$ cat src/arw_pkg.sv
// Shared types and constants for the anti-replay window block.
// No dependencies; imported by arw_bitmap_store and anti_replay_window.
`timescale 1ns / 1ps

package arw_pkg;

    localparam int WORD_BITS        = 64;
    localparam int LANE_W           = 6;      // bit index within a word
    localparam int WINDOW_BITS_DEF  = 1024;

    typedef enum logic [2:0] {
        ST_IDLE,
        ST_CMP,
        ST_BEHIND,
        ST_RD,
        ST_WR,
        ST_DONE
    } t_state;

    // Bitmap store control, one request per cycle at most
    typedef struct packed {
        logic rd;
        logic wr;
        logic clr_all;
    } t_mem_ctl;

endpackage

$ cat src/arw_bitmap_store.sv
// Seen-bitmap word store: memory with registered read and per-word valid flags.
// Depends on arw_pkg. An invalid word reads as zero; clr_all drops every flag.
`timescale 1ns / 1ps

module arw_bitmap_store
    import arw_pkg::*;
#(
    parameter int AW = 4
) (
    input  logic                 i_clk,
    input  logic                 i_rst_n,
    input  t_mem_ctl             i_ctl,
    input  logic [AW-1:0]        i_addr,
    input  logic [WORD_BITS-1:0] i_wdata,
    output logic [WORD_BITS-1:0] o_rdata
);

    localparam int DEPTH = 1 << AW;

    logic [WORD_BITS-1:0] r_mem [DEPTH];
    logic [DEPTH-1:0]     r_valid;
    logic [WORD_BITS-1:0] r_rdata;
    logic                 r_rvalid;

    always_ff @(posedge i_clk) begin
        if (!i_rst_n) begin
            r_valid <= '0;
        end else if (i_ctl.clr_all) begin
            r_valid <= '0;
        end else if (i_ctl.wr) begin
            r_valid[i_addr] <= 1'b1;
        end
    end

    always_ff @(posedge i_clk) begin
        if (i_ctl.wr) begin
            r_mem[i_addr] <= i_wdata;
        end
        if (i_ctl.rd) begin
            r_rdata  <= r_mem[i_addr];
            r_rvalid <= r_valid[i_addr];
        end
    end

    assign o_rdata = r_rvalid ? r_rdata : '0;

endmodule

$ cat src/anti_replay_window.sv
// Sliding-window anti-replay check: top level, sequencer and shared subtractor.
// Depends on arw_pkg and arw_bitmap_store.
`timescale 1ns / 1ps

// Channel   | Dir | Signals                        | Item
// ----------+-----+--------------------------------+------------------------------
// seq in    | in  | i_s_tvalid/o_s_tready/i_s_tdata | seq_number[63:0]
// result    | out | o_m_tvalid/i_m_tready/o_m_tdata | accepted[0], zeros [7:1]
//
// Steps: one item is worked on at a time; o_s_tready is high only while idle.
//   Too old: compare, behind, done. Inside window: compare, behind, read, write,
//   done. Newer number: compare, then a read and a write on the single-port store
//   for every 64-bit word the slide touches (1 up to WINDOW_BITS/64 + 1), then done.
// Reset: synchronous, active low; clears the sequencer, started flag and the
//   store's per-word valid flags, so no clearing pass is needed.
// Stalls: the result register holds while i_m_tready is low; the next item is
//   taken meanwhile and waits in its final step until the register frees.

module anti_replay_window
    import arw_pkg::*;
#(
    parameter int WINDOW_BITS = WINDOW_BITS_DEF
) (
    input  logic        i_clk,
    input  logic        i_rst_n,
    input  logic        i_s_tvalid,
    output logic        o_s_tready,
    input  logic [63:0] i_s_tdata,   // [63:0] seq_number
    output logic        o_m_tvalid,
    input  logic        i_m_tready,
    output logic [7:0]  o_m_tdata    // [0] accepted, [7:1] zero
);

    localparam int WORDS = WINDOW_BITS / WORD_BITS;
    // Ring of 2**AW words; window positions map by the low bits of the number
    localparam int AW    = (WORDS > 1) ? $clog2(WORDS) : 1;

    t_state               r_state, n_state;
    logic [63:0]          r_seq, n_seq;
    logic [63:0]          r_high, n_high;
    logic                 r_started, n_started;
    logic [AW-1:0]        r_addr, n_addr;
    logic [AW:0]          r_cnt, n_cnt;       // words left after this one
    logic                 r_first, n_first;   // first word of a slide
    logic                 r_adv, n_adv;       // window moves forward
    logic                 r_acc, n_acc;
    logic                 r_out_valid, n_out_valid;
    logic                 r_out_acc, n_out_acc;

    // Shared 64-bit subtract and window compare
    logic [63:0]          sub_a, sub_b;
    logic [64:0]          sub_res;
    logic                 sub_borrow;
    logic                 sub_ge_win;

    t_mem_ctl             mem_ctl;
    logic [WORD_BITS-1:0] mem_wdata;
    logic [WORD_BITS-1:0] mem_rdata;

    logic [WORD_BITS-1:0] seq_bit;
    logic [WORD_BITS-1:0] clr_mask;
    logic                 last_word;
    logic                 hit;
    logic                 out_free;

    always_comb begin
        if (r_state == ST_BEHIND) begin
            sub_a = r_high;
            sub_b = r_seq;
        end else begin
            sub_a = r_seq;
            sub_b = r_high;
        end
        sub_res    = {1'b0, sub_a} - {1'b0, sub_b};
        sub_borrow = sub_res[64];
        sub_ge_win = sub_res[63:0] >= 64'(WINDOW_BITS);
    end

    // Bits of the current word that leave the window on a slide:
    // above the old highest in the first word, up to the new number in the last.
    always_comb begin
        last_word = (r_cnt == '0);
        seq_bit   = {{(WORD_BITS-1){1'b0}}, 1'b1} << r_seq[LANE_W-1:0];
        for (int i = 0; i < WORD_BITS; i++) begin
            clr_mask[i] = (!r_first || (LANE_W'(i) > r_high[LANE_W-1:0]))
                       && (!last_word || (LANE_W'(i) <= r_seq[LANE_W-1:0]));
        end
        hit      = (mem_rdata & seq_bit) != '0;
        out_free = !r_out_valid || i_m_tready;
    end

    // Next state
    always_comb begin
        n_state = r_state;
        case (r_state)
            ST_IDLE: begin
                if (i_s_tvalid) begin
                    n_state = ST_CMP;
                end
            end
            ST_CMP: begin
                if (!r_started || (!sub_borrow && sub_res[63:0] != '0)) begin
                    n_state = ST_RD;
                end else begin
                    n_state = ST_BEHIND;
                end
            end
            ST_BEHIND: begin
                n_state = sub_ge_win ? ST_DONE : ST_RD;
            end
            ST_RD: begin
                n_state = ST_WR;
            end
            ST_WR: begin
                n_state = (r_adv && !last_word) ? ST_RD : ST_DONE;
            end
            ST_DONE: begin
                if (out_free) begin
                    n_state = ST_IDLE;
                end
            end
            default: begin
                n_state = ST_IDLE;
            end
        endcase
    end

    // Datapath and store control
    always_comb begin
        n_seq       = r_seq;
        n_high      = r_high;
        n_started   = r_started;
        n_addr      = r_addr;
        n_cnt       = r_cnt;
        n_first     = r_first;
        n_adv       = r_adv;
        n_acc       = r_acc;
        n_out_valid = r_out_valid;
        n_out_acc   = r_out_acc;
        mem_ctl     = '0;
        mem_wdata   = '0;
        o_s_tready  = 1'b0;

        if (r_out_valid && i_m_tready) begin
            n_out_valid = 1'b0;
        end

        case (r_state)
            ST_IDLE: begin
                o_s_tready = 1'b1;
                n_seq      = i_s_tdata;
            end
            ST_CMP: begin
                n_adv   = 1'b1;
                n_acc   = 1'b1;
                n_first = 1'b0;
                n_cnt   = '0;
                n_addr  = r_seq[LANE_W +: AW];
                if (!r_started || (!sub_borrow && sub_res[63:0] != '0 && sub_ge_win)) begin
                    // first number or a jump of a whole window: start empty
                    mem_ctl.clr_all = 1'b1;
                end else if (!sub_borrow && sub_res[63:0] != '0) begin
                    // slide: sweep the words from the old highest to the new number
                    n_first = 1'b1;
                    n_addr  = r_high[LANE_W +: AW];
                    n_cnt   = r_seq[LANE_W +: AW+1] - r_high[LANE_W +: AW+1];
                end
            end
            ST_BEHIND: begin
                n_adv   = 1'b0;
                n_first = 1'b0;
                n_cnt   = '0;
                n_addr  = r_seq[LANE_W +: AW];
                n_acc   = 1'b0;
            end
            ST_RD: begin
                mem_ctl.rd = 1'b1;
            end
            ST_WR: begin
                if (r_adv) begin
                    mem_ctl.wr = 1'b1;
                    mem_wdata  = (mem_rdata & ~clr_mask) | (last_word ? seq_bit : '0);
                    n_addr     = r_addr + 1'b1;
                    n_cnt      = r_cnt - 1'b1;
                    n_first    = 1'b0;
                end else begin
                    n_acc = !hit;
                    if (!hit) begin
                        mem_ctl.wr = 1'b1;
                        mem_wdata  = mem_rdata | seq_bit;
                    end
                end
            end
            ST_DONE: begin
                if (out_free) begin
                    n_out_valid = 1'b1;
                    n_out_acc   = r_acc;
                    if (r_adv) begin
                        n_high    = r_seq;
                        n_started = 1'b1;
                    end
                end
            end
            default: begin
            end
        endcase
    end

    always_ff @(posedge i_clk) begin
        if (!i_rst_n) begin
            r_state     <= ST_IDLE;
            r_started   <= 1'b0;
            r_high      <= '0;
            r_out_valid <= 1'b0;
            r_adv       <= 1'b0;
            r_acc       <= 1'b0;
            r_first     <= 1'b0;
            r_cnt       <= '0;
        end else begin
            r_state     <= n_state;
            r_started   <= n_started;
            r_high      <= n_high;
            r_out_valid <= n_out_valid;
            r_adv       <= n_adv;
            r_acc       <= n_acc;
            r_first     <= n_first;
            r_cnt       <= n_cnt;
        end
    end

    always_ff @(posedge i_clk) begin
        r_seq     <= n_seq;
        r_addr    <= n_addr;
        r_out_acc <= n_out_acc;
    end

    arw_bitmap_store #(
        .AW(AW)
    ) u_store (
        .i_clk   (i_clk),
        .i_rst_n (i_rst_n),
        .i_ctl   (mem_ctl),
        .i_addr  (r_addr),
        .i_wdata (mem_wdata),
        .o_rdata (mem_rdata)
    );

    assign o_m_tvalid = r_out_valid;
    assign o_m_tdata  = {7'b0, r_out_acc};

    // An accepted item always starts with the compare step
    a_accept_to_cmp: assert property (@(posedge i_clk) disable iff (!i_rst_n)
        (i_s_tvalid && o_s_tready) |=> (r_state == ST_CMP))
        else $error("accepted item did not enter compare");

    // A slide with words left goes back for the next word
    a_sweep_continues: assert property (@(posedge i_clk) disable iff (!i_rst_n)
        (r_state == ST_WR && r_adv && r_cnt != '0) |=> (r_state == ST_RD))
        else $error("slide sweep ended early");

    // A rejected number leaves the window position untouched
    a_reject_keeps_high: assert property (@(posedge i_clk) disable iff (!i_rst_n)
        (r_state == ST_DONE && out_free && !r_acc) |=> ($stable(r_high) && $stable(r_started)))
        else $error("rejected number moved the window");

    // A forward move is always posted as accepted
    a_reject_not_adv: assert property (@(posedge i_clk) disable iff (!i_rst_n)
        (r_state == ST_DONE && r_adv) |-> r_acc)
        else $error("forward move posted as rejected");

endmodule
$ cat config.mk
export PLATFORM = sky130hd
export DESIGN_NAME = anti_replay_window
export DESIGN_NICKNAME = d
export VERILOG_FILES = /design/src/arw_pkg.sv /design/src/arw_bitmap_store.sv /design/src/anti_replay_window.sv
export SDC_FILE = /design/constraint.sdc
export NUM_CORES = 2
export LEC_CHECK = 0
export BUFFER_PORTS_ARGS = -buffer_cell sky130_fd_sc_hd__buf_2
export CAP_MARGIN = 20
export CORE_AREA = 4 4 413 415
export DETAILED_ROUTE_END_ITERATION = 16
export DIE_AREA = 0 0 417 419
export MAX_ROUTING_LAYER = met4
export PLACE_DENSITY_LB_ADDON = 0.08
export SLEW_MARGIN = 20
export SYNTH_ARGS = -nofsm -noshare
export SYNTH_HDL_FRONTEND = slang
export SYNTH_SLANG_ARGS = --single-unit
$ cat constraint.sdc
create_clock -name i_clk -period 20.4 [get_ports i_clk]
set_input_delay 0 -clock i_clk [delete_from_list [all_inputs] [get_ports i_clk]]
set_output_delay 0 -clock i_clk [all_outputs]
set_load 0.05 [all_outputs]
* Yosys cells after proc, flatten, opt, wreduce, memory -nomap -nowiden
Memory sizes are Yosys's and may differ from the RTL's. A register that Yosys moved wholly into a read port is not among the register bits. Index checks and enable logic that the tools add are counted. Widths: inputs -> output; s select.
Cells by class: add/sub/neg operators 4, magnitude comparators 131, equality and inequality tests 9, shift operators 1, multiplexer cells 44, bitwise operators 7, reductions and logical operators 218
Operators by type and width (count):
- $mux 64 | 7
- $gt 6x6->1 const A | 32
- $le 6x6->1 const A | 32
- $logic_or 1x1->1 | 131
- $and 64x64->64 | 2
- $or 64x64->64 | 2
- $reduce_bool 64->1 | 2
- $gt 5x6->1 const A | 16
- $le 5x6->1 const A | 16
- $logic_and 1x1->1 | 69
- $sub 64x64->65 | 1
- $ge 64x11->1 const B | 1
- $not 64->64 | 1
- $shl 1x6->64 const A | 1
- $gt 4x6->1 const A | 8
- $le 4x6->1 const A | 8
- $gt 3x6->1 const A | 4
- $le 3x6->1 const A | 4
- $mux 1 | 19
- $pmux 3 s6 | 1
- $or 16x16->16 | 1
- $mux 5 | 3
- $pmux 5 s3 | 1
- $gt 1x6->1 const A | 2
- 28 further kinds | 50
Word-level totals: bits in registers 163, memory bits (writable) 1024, bits of input ports 68, output and inout port bits 10, word-level logic and storage cells 428, memories 1
Memories:
- u_store.r_mem | words 16, bits a word 64, read ports 1, clocked after Yosys merged registers in 1, write ports 1, line arw_bitmap_store.sv:20 | logic [WORD_BITS-1:0] r_mem [DEPTH];

* Logic depth before layout (Yosys ltp)
word-level depth 10, mapped depth 26, mapped depth without buffers 17

* By module
A second synthesis with hierarchy kept.
Unflattened totals: cell total of the unflattened synthesis 4147, area, all modules 58008.1 sq um
By module, submodules not included:
- arw_bitmap_store | instances 1, cells an instance 1766, area an instance 41268.3 sq um, sequential area each 33021.7 sq um
- anti_replay_window | instances 1, cells an instance 2381, area an instance 16739.8 sq um, sequential area each 3613.5 sq um

* Worst setup path before layout
OpenSTA, ideal clock, no wires.
kind register to register, start register r_seq[2], end memory u_store.r_mem[0][0] (enable), setup time 648 ps, data arrival time 8874 ps, data required time 19752 ps, path slack 10878 ps, stages on the path, launching flop included 14, path buffers 3, clock period less this slack 9522 ps, path through edfxtp_1 clkbuf_1 clkbuf_1 or2_2 clkbuf_1 nor2_1 a22oi_1 o22ai_1 or4_1 nor4_1 nand4_1 a21oi_1 o21ai_1 nor4_1
On the way: longest elaborated chain between the ends 8
Ends and longest elaborated chain:
- start: declaration | line anti_replay_window.sv:39 | logic [63:0] r_seq, n_seq;
- start signal: assignment | line anti_replay_window.sv:232 | r_seq <= n_seq;
- $shl 1x6->64 | line anti_replay_window.sv:83 | seq_bit = {{(WORD_BITS-1){1'b0}}, 1'b1} << r_seq[LANE_W-1:0];
- $and 64x64->64 | line anti_replay_window.sv:88 | hit = (mem_rdata & seq_bit) != '0;
- $reduce_bool 64->1 | line anti_replay_window.sv:88
- $mux 1 | line anti_replay_window.sv:188 | if (!hit) begin
- $mux 1 | line anti_replay_window.sv:180 | if (r_adv) begin
- $mux 1 | line anti_replay_window.sv:148 | case (r_state)
- $mux 1 | line arw_bitmap_store.sv:36 | if (i_ctl.wr) begin
- $mux 1 (not written as such) | line arw_bitmap_store.sv:37 | r_mem[i_addr] <= i_wdata;
- end: declaration | line arw_bitmap_store.sv:20
No other way between the ends.

* Worst setup path after layout
start register r_state[1], end register r_state[0]
On the way: longest elaborated chain between the ends 8, elaborated cells between the ends (all ways) 18, those cells by class add/sub: 1; eq/ne: 7; mux: 4; reduce/logical: 6
Ends and longest elaborated chain:
- start: declaration | line anti_replay_window.sv:38 | t_state r_state, n_state;
- start signal: assignment | line anti_replay_window.sv:220 | r_state <= n_state;
- $eq 3x2->1 | line anti_replay_window.sv:67, anti_replay_window.sv:95
- $mux 64 | line anti_replay_window.sv:67 | if (r_state == ST_BEHIND) begin
- $sub 64x64->65 | line anti_replay_window.sv:74 | sub_res = {1'b0, sub_a} - {1'b0, sub_b};
- $reduce_bool 64->1 or $logic_not 1->1 (tied branches) | line anti_replay_window.sv:102 | if (!r_started || (!sub_borrow && sub_res[63:0] != '0)) begin
- $logic_and 1x1->1 | line anti_replay_window.sv:102
- $logic_or 1x1->1 | line anti_replay_window.sv:102
- $mux 1 | line anti_replay_window.sv:102
- $pmux 3 s6 | line anti_replay_window.sv:95 | case (r_state)
Parallel ways exist; a longest one is shown, timed or not. A chain may end at the register's enable or synchronous reset.

==> impl_metrics.tcl <==
set metrics [dict create \
    run_status "finished clean" \
    postCtsSetupRepairBufs 0 \
    worstPathMaxFanout 53 \
    yosysTopAreaCell "edfxtp_1" \
    die_y_um 419 \
    numCtsBuffers 142 \
    worstSkewPairLatency_ps 790 \
    hold_viol 0 \
    fin_crit_ps 6470 \
    cap_viol_max_count 0 \
    ctsHoldBuffers 128 \
    coreArea_um2 167000 \
    crit_path_end_kind "flop" \
    seq_area_um2 36600 \
    dieArea_um2 175000 \
    multi_input_area_um2 20500 \
    wirelength_um 190000 \
    post_drt_wl_per_cell_um 29.3 \
    hold_class "input pin to flop" \
    netlist_top_cells_area "edfxtp_1 (60%), mux4_2 (13%), dfxtp_1 (3.2%)" \
    yosysTopAreaCellShare 0.599 \
    grt_max_degree 111 \
    drc_errors 0 \
    synth_common_cells "edfxtp_1 (1158), mux4_2 (325), nand2_1 (301), nor2_1 (211), clkbuf_1 (173)" \
    dpl-instance-area_um2 61400 \
    slowest_stage "o41ai_1" \
    ir_worst_vdd_uv 75.2 \
    syn_avg_cell_area_um2 14.8 \
    p_int_w 0.00477 \
    critPathLaunchType "flop" \
    async_reset_ff_frac 0 \
    rows 150 \
    ios 78 \
    yosys_most_used_dff "edfxtp_1" \
    crit_path_cell_trace "nor3b_4 -> buf_4 -> nor2_1 -> a21oi_1 -> ha_1 -> o211ai_1 -> a22o_1 -> o21a_1 -> o41ai_1 -> or3_1 -> a32oi_1 -> a2111o_1 -> a2111oi_0 -> nand4_1 -> nor4_1 -> nor2_1 -> o21a_1 -> dlygate4sd3_1" \
    ant_nets 0 \
    fin_nets 4263 \
    dr.pass1.iters 6 \
    tns_ps 0 \
    max-clock-path-buffers 3 \
    viasPerCell 5.72 \
    synth_cells 3928 \
    area_growth_pct 15.8 \
    grt.overflow.total 0 \
    p_per_area_nw_per_um2 100 \
    drv_slew 0 \
    cp_top_family "compound AO/OA/AOI/OAI gates" \
    cts_max_level 4 \
    p_leak_nw 20.2 \
    antenna_found_initial 3 \
    synth_edf_count 1158 \
    pwr-share-clk 0.363 \
    port_buffers 70 \
    dp_hpwl_um 121000 \
    fillers 15419 \
    ys_types 104 \
    crit_required_ps 21040 \
    syn-cell-area_um2 58000 \
    grt_pass1_wl_um 276000 \
    dr_total_vias 37134 \
    relSlewSlack 0.169 \
    cts_resized 0 \
    grt_usage 0.222 \
    setup_violations 0 \
    power_frac_seq 0.436 \
    clock_sinks 1251 \
    initial_core_util 0.348 \
    drt_iter0_drc 3385 \
    critPathKind "flop to flop" \
    clkSlewWorstSetupHoldPaths_ps 60 \
    grt_pass1_vias 37790 \
    crit_arrival_ps 7110 \
    switching_share 0.292 \
    slowest_delay_ps 1070 \
    ys_seq_area_frac 0.632 \
    ys_seq_elements 1251 \
    combPwrFrac 0.201 \
    rsz0062_at_grt "false" \
    cts-root-buf "clkbuf_16" \
    finalCritPeriodShare 0.317 \
    cts_tree "yes" \
    max_slew.worst_pin.slew_ps 1230 \
    globalplace.congestion 0.982 \
    fin_area_um2 67200 \
    fin_skew_ps 46.7 \
    critical_path_buf_inv_count 2 \
    pre_cts_ws_ps 14250 \
    synthMostInstantiatedCell "edfxtp_1" \
    drive_gt1_frac 0.188 \
    fmax_mhz 155 \
    power_switching_w 0.00196 \
    setup_ws_ps 13930 \
    totalPowerFinal_w 0.00673 \
    die_w_um 417 \
    yosys_warnings 0 \
]
[layout by cell type (no fill, tap or decap), drive strengths merged, types with 17 or more instances in the layout]
cell type    instances
a211oi              52
a21boi              77
a21o                39
a21oi              166
a22oi               66
a31oi               37
a32oi               52
and2                26
buf                205
clkbuf             188
clkinv              48
dfxtp               93
dlygate4sd3        128
edfxtp            1158
inv                 54
mux2i               17
mux4               325
nand2              302
nand2b              96
nand3               53
nand4               31
nor2               211
nor2b               82
nor3                56
nor4                35
o211ai              42
o21a                33
o21ai              146
o22ai               72
xnor2               69
xor2                52
[worst register-to-register path: stages, from the launching register on]
cell and delay, ps:
dfxtp_1 500, nor3b_4 250, buf_4 490, nor2_1 110
a21oi_1 180, ha_1 250, o211ai_1 130, a22o_1 330
o21a_1 240, o41ai_1 1070, or3_1 250, a32oi_1 120
a2111o_1 330, a2111oi_0 610, nand4_1 260, nor4_1 350
nor2_1 140, o21a_1 190, dlygate4sd3_1 550
[final cells by class]
type / count / area share
Antenna cell: 2 / 0.0000745
Clock buffer: 188 / 0.0561
Clock inverter: 62 / 0.00998
Inverter: 47 / 0.00263
Multi-Input combinational cell: 2408 / 0.305
Sequential cell: 1251 / 0.545
Tap cell: 2204 / 0.0410
Timing Repair Buffer: 333 / 0.0400
[per-layer routing]
metal	vias to the layer above	global-route usage	wire [µm]	share of wire
met5	-	-	0	0
met4	0	0.0760	6570	0.035
met3	330	0.0295	8120	0.043
met2	1065	0.374	95700	0.50
met1	19409	0.277	79700	0.42
li1	16330	-	-	-
[power groups by stage]
stage	logic, W	clock network [W]	registers (W)
after floorplan	0.000901	0	0.00296
after global placement	0.00135	0	0.00299
after detailed placement	0.00134	0	0.00299
after CTS	0.00137	0.00252	0.00293
after global routing	0.00144	0.00263	0.00294
final	0.00135	0.00244	0.00293
[sequential cells by signal, indices dropped and copies added, names as in the netlist, 3 cells and up]
register,count
u_store.r_valid,16
u_store.r_rdata,64
r_state,3
r_seq,64
r_cnt,5
r_addr,4
r_high,64
u_store.r_mem,1024
[cell families (layout without fill, tap and decap cells)]
logic type / after synthesis / after routing / synth area share
mux: 348 / 348 / 0.130
flops: 1251 / 1251 / 0.632
other cells: 1 / 9 / 0.0000646
fa+ha+maj: 15 / 15 / 0.00324
buf+inv: 275 / 630 / 0.0202
simple gates: 964 / 964 / 0.0811
xor+xnor: 121 / 121 / 0.0183
compound gates: 953 / 953 / 0.115
[per-stage QoR]
| step | utilization | hold WS [ps] | std cells |
|---|---|---|---|
| floorplan | - | 98.9 | 3934 |
| global placement | 0.368 | 178 | 6111 |
| CTS | 0.403 | 18.6 | 6492 |
| global route | 0.403 | 39.2 | 6493 |
| finish | 0.403 | 83.0 | 6495 |
| detailed placement | 0.369 | 178 | 6114 |
[path summary, 6_finish.rpt]
kind	cells past startpoint	end	slack (ps)	from
max	18	r_state[0]	13930	r_state[1]
max reg2reg	18	r_state[0]	13930	r_state[1]
min reg2reg	0	r_out_acc	440	r_acc
min	2	r_seq[5]	80	i_s_tdata[5]
(Power assumes the default switching activity.)
